===== src/rtl/core/radix_conversion_digit_stack_macros.svh =====
// Assertion macros shared by the radix conversion block.
// Depends on nothing; taken in by the top level with `include.
`ifndef RADIX_CONVERSION_DIGIT_STACK_MACROS_SVH
`define RADIX_CONVERSION_DIGIT_STACK_MACROS_SVH

// Check that cons holds in the same cycle as ante, outside reset
`define RDC_ASSERT_SAME(label, clk, rst, ante, cons, msg) \
  label: assert property (@(posedge clk) disable iff (rst) (ante) |-> (cons)) \
    else $error(msg);

// Check that cons holds in the cycle after ante, outside reset
`define RDC_ASSERT_NEXT(label, clk, rst, ante, cons, msg) \
  label: assert property (@(posedge clk) disable iff (rst) (ante) |=> (cons)) \
    else $error(msg);

`endif


===== src/rtl/core/rdc_pkg.sv =====
// Shared types and constants for the radix conversion block.
// Depends on nothing; used by rdc_ctrl, rdc_dpath and the top level.
package rdc_pkg;

  // Field widths of the ports
  localparam int VALUE_BITS  = 32;
  localparam int RADIX_W     = 6;
  localparam int DIGIT_W     = 6;

  // Working width of the value (2 to 32) and depth of the digit stack
  localparam int VALUE_WIDTH = 32;
  localparam int STACK_DEPTH = 32;
  localparam int CNT_W       = $clog2(STACK_DEPTH + 1);
  localparam int IDX_W       = $clog2(STACK_DEPTH);

  // Remainder estimate stays below twice the radix, so 7 bits carry it
  localparam int REM_W       = 7;
  localparam int RADIX_CODES = 2 ** RADIX_W;

  localparam logic [RADIX_W-1:0] RADIX_MIN   = RADIX_W'(2);
  localparam logic [RADIX_W-1:0] RADIX_MAX   = RADIX_W'(36);
  localparam logic [RADIX_W-1:0] RADIX_RESET = RADIX_W'(10);

  typedef enum logic [1:0] {
    ST_IDLE,
    ST_MUL,
    ST_DIV,
    ST_POP
  } rdc_state_t;

  // Commands from the controller to the datapath
  typedef struct packed {
    logic load;
    logic mul;
    logic div;
    logic pop;
  } rdc_cmd_t;

  // Status from the datapath to the controller
  typedef struct packed {
    logic quo_zero;
    logic cnt_one;
  } rdc_status_t;

endpackage


===== src/rtl/core/rdc_ctrl.sv =====
// Sequencer for the radix conversion block: load, divide loop, pop loop.
// Depends on rdc_pkg for the state type and the command/status structs.
module rdc_ctrl (
  input  logic                clk,
  input  logic                rst,
  input  logic                start,
  input  rdc_pkg::rdc_status_t status,
  output rdc_pkg::rdc_cmd_t   cmd,
  output logic                busy
);

  rdc_pkg::rdc_state_t state, state_next;

  // Hold the state
  always_ff @(posedge clk) begin
    if (rst) begin
      state <= rdc_pkg::ST_IDLE;
    end else begin
      state <= state_next;
    end
  end

  // Advance through multiply and divide per digit, then pop the stack empty
  always_comb begin
    state_next = state;
    unique case (state)
      rdc_pkg::ST_IDLE: begin
        if (start) state_next = rdc_pkg::ST_MUL;
      end
      rdc_pkg::ST_MUL: state_next = rdc_pkg::ST_DIV;
      rdc_pkg::ST_DIV: begin
        if (status.quo_zero) state_next = rdc_pkg::ST_POP;
        else state_next = rdc_pkg::ST_MUL;
      end
      rdc_pkg::ST_POP: begin
        if (status.cnt_one) state_next = rdc_pkg::ST_IDLE;
      end
      default: state_next = rdc_pkg::ST_IDLE;
    endcase
  end

  // Drive the datapath commands and the busy flag
  always_comb begin
    cmd  = '0;
    busy = 1'b1;
    unique case (state)
      rdc_pkg::ST_IDLE: begin
        busy     = 1'b0;
        cmd.load = start;
      end
      rdc_pkg::ST_MUL: cmd.mul = 1'b1;
      rdc_pkg::ST_DIV: cmd.div = 1'b1;
      rdc_pkg::ST_POP: cmd.pop = 1'b1;
      default: busy = 1'b0;
    endcase
  end

endmodule


===== src/rtl/core/rdc_dpath.sv =====
// Datapath: radix register, reciprocal divider, digit stack and output register.
// Depends on rdc_pkg for widths, constants and the command/status structs.
module rdc_dpath (
  input  logic                          clk,
  input  logic                          rst,
  input  logic                          cfg_we,
  input  logic [rdc_pkg::RADIX_W-1:0]   cfg_wdata,
  input  logic [rdc_pkg::VALUE_BITS-1:0] value,
  input  rdc_pkg::rdc_cmd_t             cmd,
  output rdc_pkg::rdc_status_t          status,
  output logic                          strobe,
  output logic [rdc_pkg::DIGIT_W-1:0]   digit,
  output logic                          last
);

  localparam int VW = rdc_pkg::VALUE_WIDTH;
  localparam int RW = rdc_pkg::RADIX_W;
  localparam int MW = RW + rdc_pkg::REM_W;

  logic [RW-1:0]                 radix;
  logic [RW-1:0]                 rdx;
  logic [RW-1:0]                 rdx_clamped;
  logic [VW-1:0]                 recip;
  logic [VW-1:0]                 n;
  logic [2*VW-1:0]               prod;
  logic [rdc_pkg::CNT_W-1:0]     count;
  logic [rdc_pkg::DIGIT_W-1:0]   stack_mem [rdc_pkg::STACK_DEPTH];
  logic [VW-1:0]                 recip_tab [rdc_pkg::RADIX_CODES];

  logic [VW-1:0]                 q_est;
  logic [MW-1:0]                 qr_lo;
  logic [rdc_pkg::REM_W-1:0]     rem_est;
  logic                          rem_fix;
  logic [rdc_pkg::REM_W-1:0]     rem;
  logic [VW-1:0]                 quo;
  logic [rdc_pkg::CNT_W-1:0]     count_dec;

  // Build floor(2^VW / r) for every radix code from 2 up at elaboration; codes 0 and 1 get zero
  for (genvar gi = 0; gi < rdc_pkg::RADIX_CODES; gi++) begin : g_recip
    localparam logic [VW-1:0] RecipVal =
      (gi < 2) ? '0 : VW'(((2 * VW)'(1) << VW) / gi);
    assign recip_tab[gi] = RecipVal;
  end

  // Configuration register
  always_ff @(posedge clk) begin
    if (rst) begin
      radix <= rdc_pkg::RADIX_RESET;
    end else if (cfg_we) begin
      radix <= cfg_wdata;
    end
  end

  // Clamp the radix into the legal range
  always_comb begin
    priority if (radix < rdc_pkg::RADIX_MIN) rdx_clamped = rdc_pkg::RADIX_MIN;
    else if (radix > rdc_pkg::RADIX_MAX) rdx_clamped = rdc_pkg::RADIX_MAX;
    else rdx_clamped = radix;
  end

  // Quotient estimate is low by at most one; fix it with one compare and subtract
  always_comb begin
    q_est   = prod[2*VW-1:VW];
    qr_lo   = MW'(q_est[rdc_pkg::REM_W-1:0]) * MW'(rdx);
    rem_est = n[rdc_pkg::REM_W-1:0] - qr_lo[rdc_pkg::REM_W-1:0];
    rem_fix = (rem_est >= rdc_pkg::REM_W'(rdx));
    rem     = rem_fix ? (rem_est - rdc_pkg::REM_W'(rdx)) : rem_est;
    quo     = q_est + VW'(rem_fix);
  end

  assign count_dec       = count - rdc_pkg::CNT_W'(1);
  assign status.quo_zero = (quo == '0);
  assign status.cnt_one  = (count == rdc_pkg::CNT_W'(1));

  // Operand registers: load the item, then multiply and divide per digit
  always_ff @(posedge clk) begin
    if (cmd.load) begin
      n     <= value[VW-1:0];
      rdx   <= rdx_clamped;
      recip <= recip_tab[rdx_clamped];
    end else if (cmd.div) begin
      n <= quo;
    end
    if (cmd.mul) begin
      prod <= (2 * VW)'(n) * (2 * VW)'(recip);
    end
  end

  // Stack fill count: clear on load, count pushes up and pops down
  always_ff @(posedge clk) begin
    if (rst) begin
      count <= '0;
    end else if (cmd.load) begin
      count <= '0;
    end else if (cmd.div && count < rdc_pkg::CNT_W'(rdc_pkg::STACK_DEPTH)) begin
      count <= count + rdc_pkg::CNT_W'(1);
    end else if (cmd.pop) begin
      count <= count_dec;
    end
  end

  // Digit stack memory: push remainders, pop into the registered read port
  always_ff @(posedge clk) begin
    if (cmd.div && count < rdc_pkg::CNT_W'(rdc_pkg::STACK_DEPTH)) begin
      stack_mem[count[rdc_pkg::IDX_W-1:0]] <= rem[rdc_pkg::DIGIT_W-1:0];
    end
    if (cmd.pop) begin
      digit <= stack_mem[count_dec[rdc_pkg::IDX_W-1:0]];
      last  <= (count == rdc_pkg::CNT_W'(1));
    end
  end

  // Result strobe is registered from each pop, so it rises in the cycle after it
  always_ff @(posedge clk) begin
    if (rst) begin
      strobe <= 1'b0;
    end else begin
      strobe <= cmd.pop;
    end
  end

endmodule


===== src/rtl/core/radix_conversion_digit_stack.sv =====
// Top level of the radix conversion block: controller plus datapath.
// Depends on rdc_pkg, rdc_ctrl, rdc_dpath and the assertion macro header.
//
// Use: pulse start with value while busy is low; the value is transferred at
// that edge and converted into digits of the current radix. Digits come out
// most significant first on digit, each for one cycle with strobe high; the
// final, least significant digit also has last high. A zero value gives the
// single digit 0. The radix is written through cfg_we/cfg_wdata while the
// block is idle; codes below 2 act as 2, codes above 36 as 36.
// Sequence: for each digit one multiply step and one divide-correct step,
// then one stack pop per digit, all while busy is high. The last digit
// strobes in the cycle that busy falls, so the next item may be transferred
// there. The per-digit recurrence through the reciprocal multiplier sets
// the divide phase; the single-port stack read sets the pop phase.
// Reset clears the controller, the stack count and the strobe, and sets the
// radix to 10. The receiver cannot stall; every strobe is a transfer.
`include "radix_conversion_digit_stack_macros.svh"

module radix_conversion_digit_stack (
  input  logic                           clk,
  input  logic                           rst,
  input  logic                           start,
  output logic                           busy,
  input  logic [rdc_pkg::VALUE_BITS-1:0] value,
  input  logic                           cfg_we,
  input  logic [rdc_pkg::RADIX_W-1:0]    cfg_wdata,
  output logic                           strobe,
  output logic [rdc_pkg::DIGIT_W-1:0]    digit,
  output logic                           last
);

  rdc_pkg::rdc_cmd_t    cmd;
  rdc_pkg::rdc_status_t status;

  // Sequencer
  rdc_ctrl u_ctrl (
    .clk    (clk),
    .rst    (rst),
    .start  (start),
    .status (status),
    .cmd    (cmd),
    .busy   (busy)
  );

  // Arithmetic, stack and result register
  rdc_dpath u_dpath (
    .clk       (clk),
    .rst       (rst),
    .cfg_we    (cfg_we),
    .cfg_wdata (cfg_wdata),
    .value     (value),
    .cmd       (cmd),
    .status    (status),
    .strobe    (strobe),
    .digit     (digit),
    .last      (last)
  );

  // A transferred item always makes the block busy in the next cycle
  `RDC_ASSERT_NEXT(a_start_busy, clk, rst, start && !busy, busy, "no busy after transfer")

  // Digits only come from pops made while busy
  `RDC_ASSERT_SAME(a_strobe_busy, clk, rst, strobe, $past(busy), "strobe without work")

  // The final digit ends the run; nothing follows straight after it
  `RDC_ASSERT_NEXT(a_last_end, clk, rst, strobe && last, !strobe, "digit after last")

  // The final digit coincides with the block going idle
  `RDC_ASSERT_SAME(a_last_idle, clk, rst, strobe && last, !busy, "busy after last digit")

endmodule


===== config.mk =====
export PLATFORM = sky130hd
export DESIGN_NAME = radix_conversion_digit_stack
export DESIGN_NICKNAME = d
export VERILOG_FILES = /design/src/rtl/core/rdc_pkg.sv /design/src/rtl/core/rdc_ctrl.sv /design/src/rtl/core/rdc_dpath.sv /design/src/rtl/core/radix_conversion_digit_stack.sv
export VERILOG_INCLUDE_DIRS = /design/src /design/src/rtl/core
export SDC_FILE = /design/constraint.sdc
export NUM_CORES = 2
export LEC_CHECK = 0
export BUFFER_PORTS_ARGS = -buffer_cell sky130_fd_sc_hd__buf_2
export CAP_MARGIN = 20
export CORE_ASPECT_RATIO = 0.5
export CORE_MARGIN = 2
export CORE_UTILIZATION = 50
export DETAILED_ROUTE_END_ITERATION = 10
export MAX_ROUTING_LAYER = met4
export PLACE_DENSITY_LB_ADDON = 0.3
export RECOVER_POWER = 100
export SLEW_MARGIN = 15
export SYNTH_ARGS = -nofsm -noshare
export SYNTH_HDL_FRONTEND = slang
export SYNTH_SLANG_ARGS = --single-unit

===== constraint.sdc =====
create_clock -name clk -period 11.55 [get_ports clk]
set_clock_uncertainty 0.2 [all_clocks]
set_input_delay 1.155 -clock clk [delete_from_list [all_inputs] [get_ports clk]]
set_output_delay 1.155 -clock clk [all_outputs]
set_load 0.1 [all_outputs]

==> metrics.cfg <==
[run_status]
status=finished, violations left
violations=capacitance limit, slew limit

[cells_and_area]
layout-drive-gt1-share=0.05522
syn2layout_area_growth_pct=5.339
instances_no_fill=5966
fin_util=0.5328
fin_nets=5915

[cts]
cts_resized=0
clockRootBuffer=clkbuf_16
cts_tree=done
cts.sinks=316
htreeDepth=2
cts_setup_buffers=0
clk_latency_ns=0.59
cts.clk_slew.worst_paths_ns=0.08
hold_buffers=0
cts_buffers=37
ctsLongestPathBuffers=3

[logic_synthesis]
yosysTopAreaCellShare=0.3764
yosys-top-cells-area=fa_1 38%, edfxtp_1 19%, and2_1 7.9%, ha_1 7.9%, inv_1 7.1%
synth_commonest_cells=911 x inv_1, 908 x fa_1, 611 x and2_1, 578 x nand2_1, 304 x ha_1
ys_ff_latch=316
synth_area_leader_cell=fa_1
syn_nets=6007
ys_seq_area_frac=0.1934
syn_area_per_cell_um2=10.16
yosysUniqueCellTypes=86
synth-edff-count=301
syn_inst=4753
ys.flop_type=edfxtp_1
async_reset_ff_frac=0
netlist_area_um2=48300
yosysMostFrequentCell=inv_1
yosys_warnings=0

[detailed_routing]
drt-pass1-iter-count=6
drtIter0Drc=3365
drt_wl_total_um=141300
drc=0
dr_total_vias=34281
wire_per_inst_um=23.68
ant_nets=0
via_per_inst=5.746

[worst_setup_path]
required_ns=11.68
crit_path_start=u_dpath.n[5]$_DFFE_PP_
worstPathArrival_ns=10.37
start_kind=flop
worstSetupPathType=flop to flop
crit_top_cell=fa_1
critPathMaxFanout=18
critPathCaptureType=flop
crit_chain=clkbuf_1 -> and2_0 -> fa_1 -> inv_1 -> fa_1 -> inv_1 -> fa_1 -> inv_1 -> fa_1 -> inv_1 -> fa_1 -> fa_1 -> fa_1 -> fa_1 -> ha_1 -> nand4_1 -> or4_1 -> o31ai_1 -> a2111oi_4 -> nor4b_1 -> nor2_1 -> o311ai_0
cp_slowest_cell=clkbuf_1
critical-path-max-stage-delay_ns=1.17
rr_startpoint=u_dpath.n[5]$_DFFE_PP_

[global_routing]
grt_max_degree=67
overflow=0
grt_use_total=0.3029
antenna_found_initial=9
grt_pass1_wl_um=220500
grt_pass1_vias=36524

[place]
port_buffers=50
dp_hpwl_um=107100
post-place-ws_ns=2.129
globalplace.congestion=1.002
placed_cells=5889

[timing]
period_share=0.8867
report.final.slew_viol_count=359
tightest_slew_ns=3.982
slew_headroom=-1.655
layout_setup_ws_ns=1.309
fin_crit_ns=10.24
tns_ns=0
fmax_mhz=97.65
final-hold-violation-count=0
setup-violations-final=0
rsz0062_at_grt=no

[floorplan]
die_height_um=223.8
die_w_um=443.5
dieArea_um2=99250
coreArea_um2=95490
boundaryPins=51
start_util=0.5058
rows=80

[job]
maxCapViolCount=11

[hold_path]
hp-class=flop to flop
hp-start=u_dpath.radix[5]$_SDFFE_PP0P_

## state kept, by name (all words and copies together), names as in the netlist
| name | flops |
|---|---|
| u_dpath.strobe | 1 |
| u_dpath.digit | 6 |
| u_dpath.rdx | 6 |
| u_dpath.count | 6 |
| u_dpath.recip | 32 |
| u_dpath.prod | 32 |
| u_dpath.n | 32 |
| u_dpath.radix | 6 |
| u_dpath.stack_mem | 192 |
| u_dpath.last | 1 |
| u_ctrl.state | 2 |
## cell type report
type / instances / area (um^2)
Fill cell: 8465 / 44620
Multi-Input combinational cell: 3251 / 34420
Sequential cell: 316 / 9339
Inverter: 913 / 3428
Tap cell: 1271 / 1590
Clock buffer: 42 / 944.7
Timing Repair Buffer: 142 / 923.4
Clock inverter: 26 / 217.7
Antenna cell: 5 / 12.51
## metrics by stage
| stage | instance area [um^2] | hold slack, ns |
|---|---|---|
| after floorplan | 48300 | 0.3535 |
| final | 50880 | 0.3384 |
| after global placement | 49790 | 0.2766 |
| after global routing | 50870 | 0.3750 |
| after detailed placement | 49810 | 0.3257 |
| after CTS | 50970 | 0.3395 |
## critical path: cells and delay by family (launching register included)
kind / cells / cell delay, ns
compound gates: 3 / 1.54
fa+ha+maj: 9 / 3.68
buf+inv: 5 / 1.40
flops: 1 / 1.05
simple gates: 5 / 2.09
## layout by cell type, fill, tap and decap left out, types with 17 or more instances in the layout
master,count
inv_1,911
fa_1,908
and2_1,603
nand2_1,578
ha_1,304
edfxtp_1,301
nor2_1,120
a21oi_1,98
o21ai_0,92
buf_4,78
xnor2_1,67
mux4_2,61
a21o_1,42
buf_2,40
clkbuf_16,37
nand3_1,33
nor3_1,31
xor2_1,26
clkbuf_1,26
nand4_1,23
a211oi_1,17
## cells by family (layout without fill, tap and decap cells)
logic type      Yosys count  count (layout)  share of synthesized area
simple gates           1485            1485                     0.1577
fa+ha+maj              1212            1212                     0.4551
buf+inv                1186            1123                    0.09257
compound gates          377             377                    0.05070
flops                   316             316                     0.1934
xor+xnor                 94              94                    0.01705
mux                      83              83                    0.03345
other cells               0               5                          0
## path summary, 6_finish.rpt
kind,endpoint,slack [ns],cells past startpoint
worst max-delay path,u_dpath.prod[59]$_DFFE_PN_,1.31,22
worst min-delay path,u_dpath.radix[5]$_SDFFE_PP0P_,0.34,2
worst max register to register,u_dpath.prod[59]$_DFFE_PN_,1.31,22
worst min register to register,u_dpath.radix[5]$_SDFFE_PP0P_,0.34,2
## routing by layer
layer / wire length, um / track usage
met1: 58960 / 0.4232
met2: 62010 / 0.4443
met3: 15910 / 0.07319
met4: 4397 / 0.08070
met5: 0 / -
Power is not shown: default switching activity piles up to over one toggle a cycle in this logic, so the estimate is an artifact.
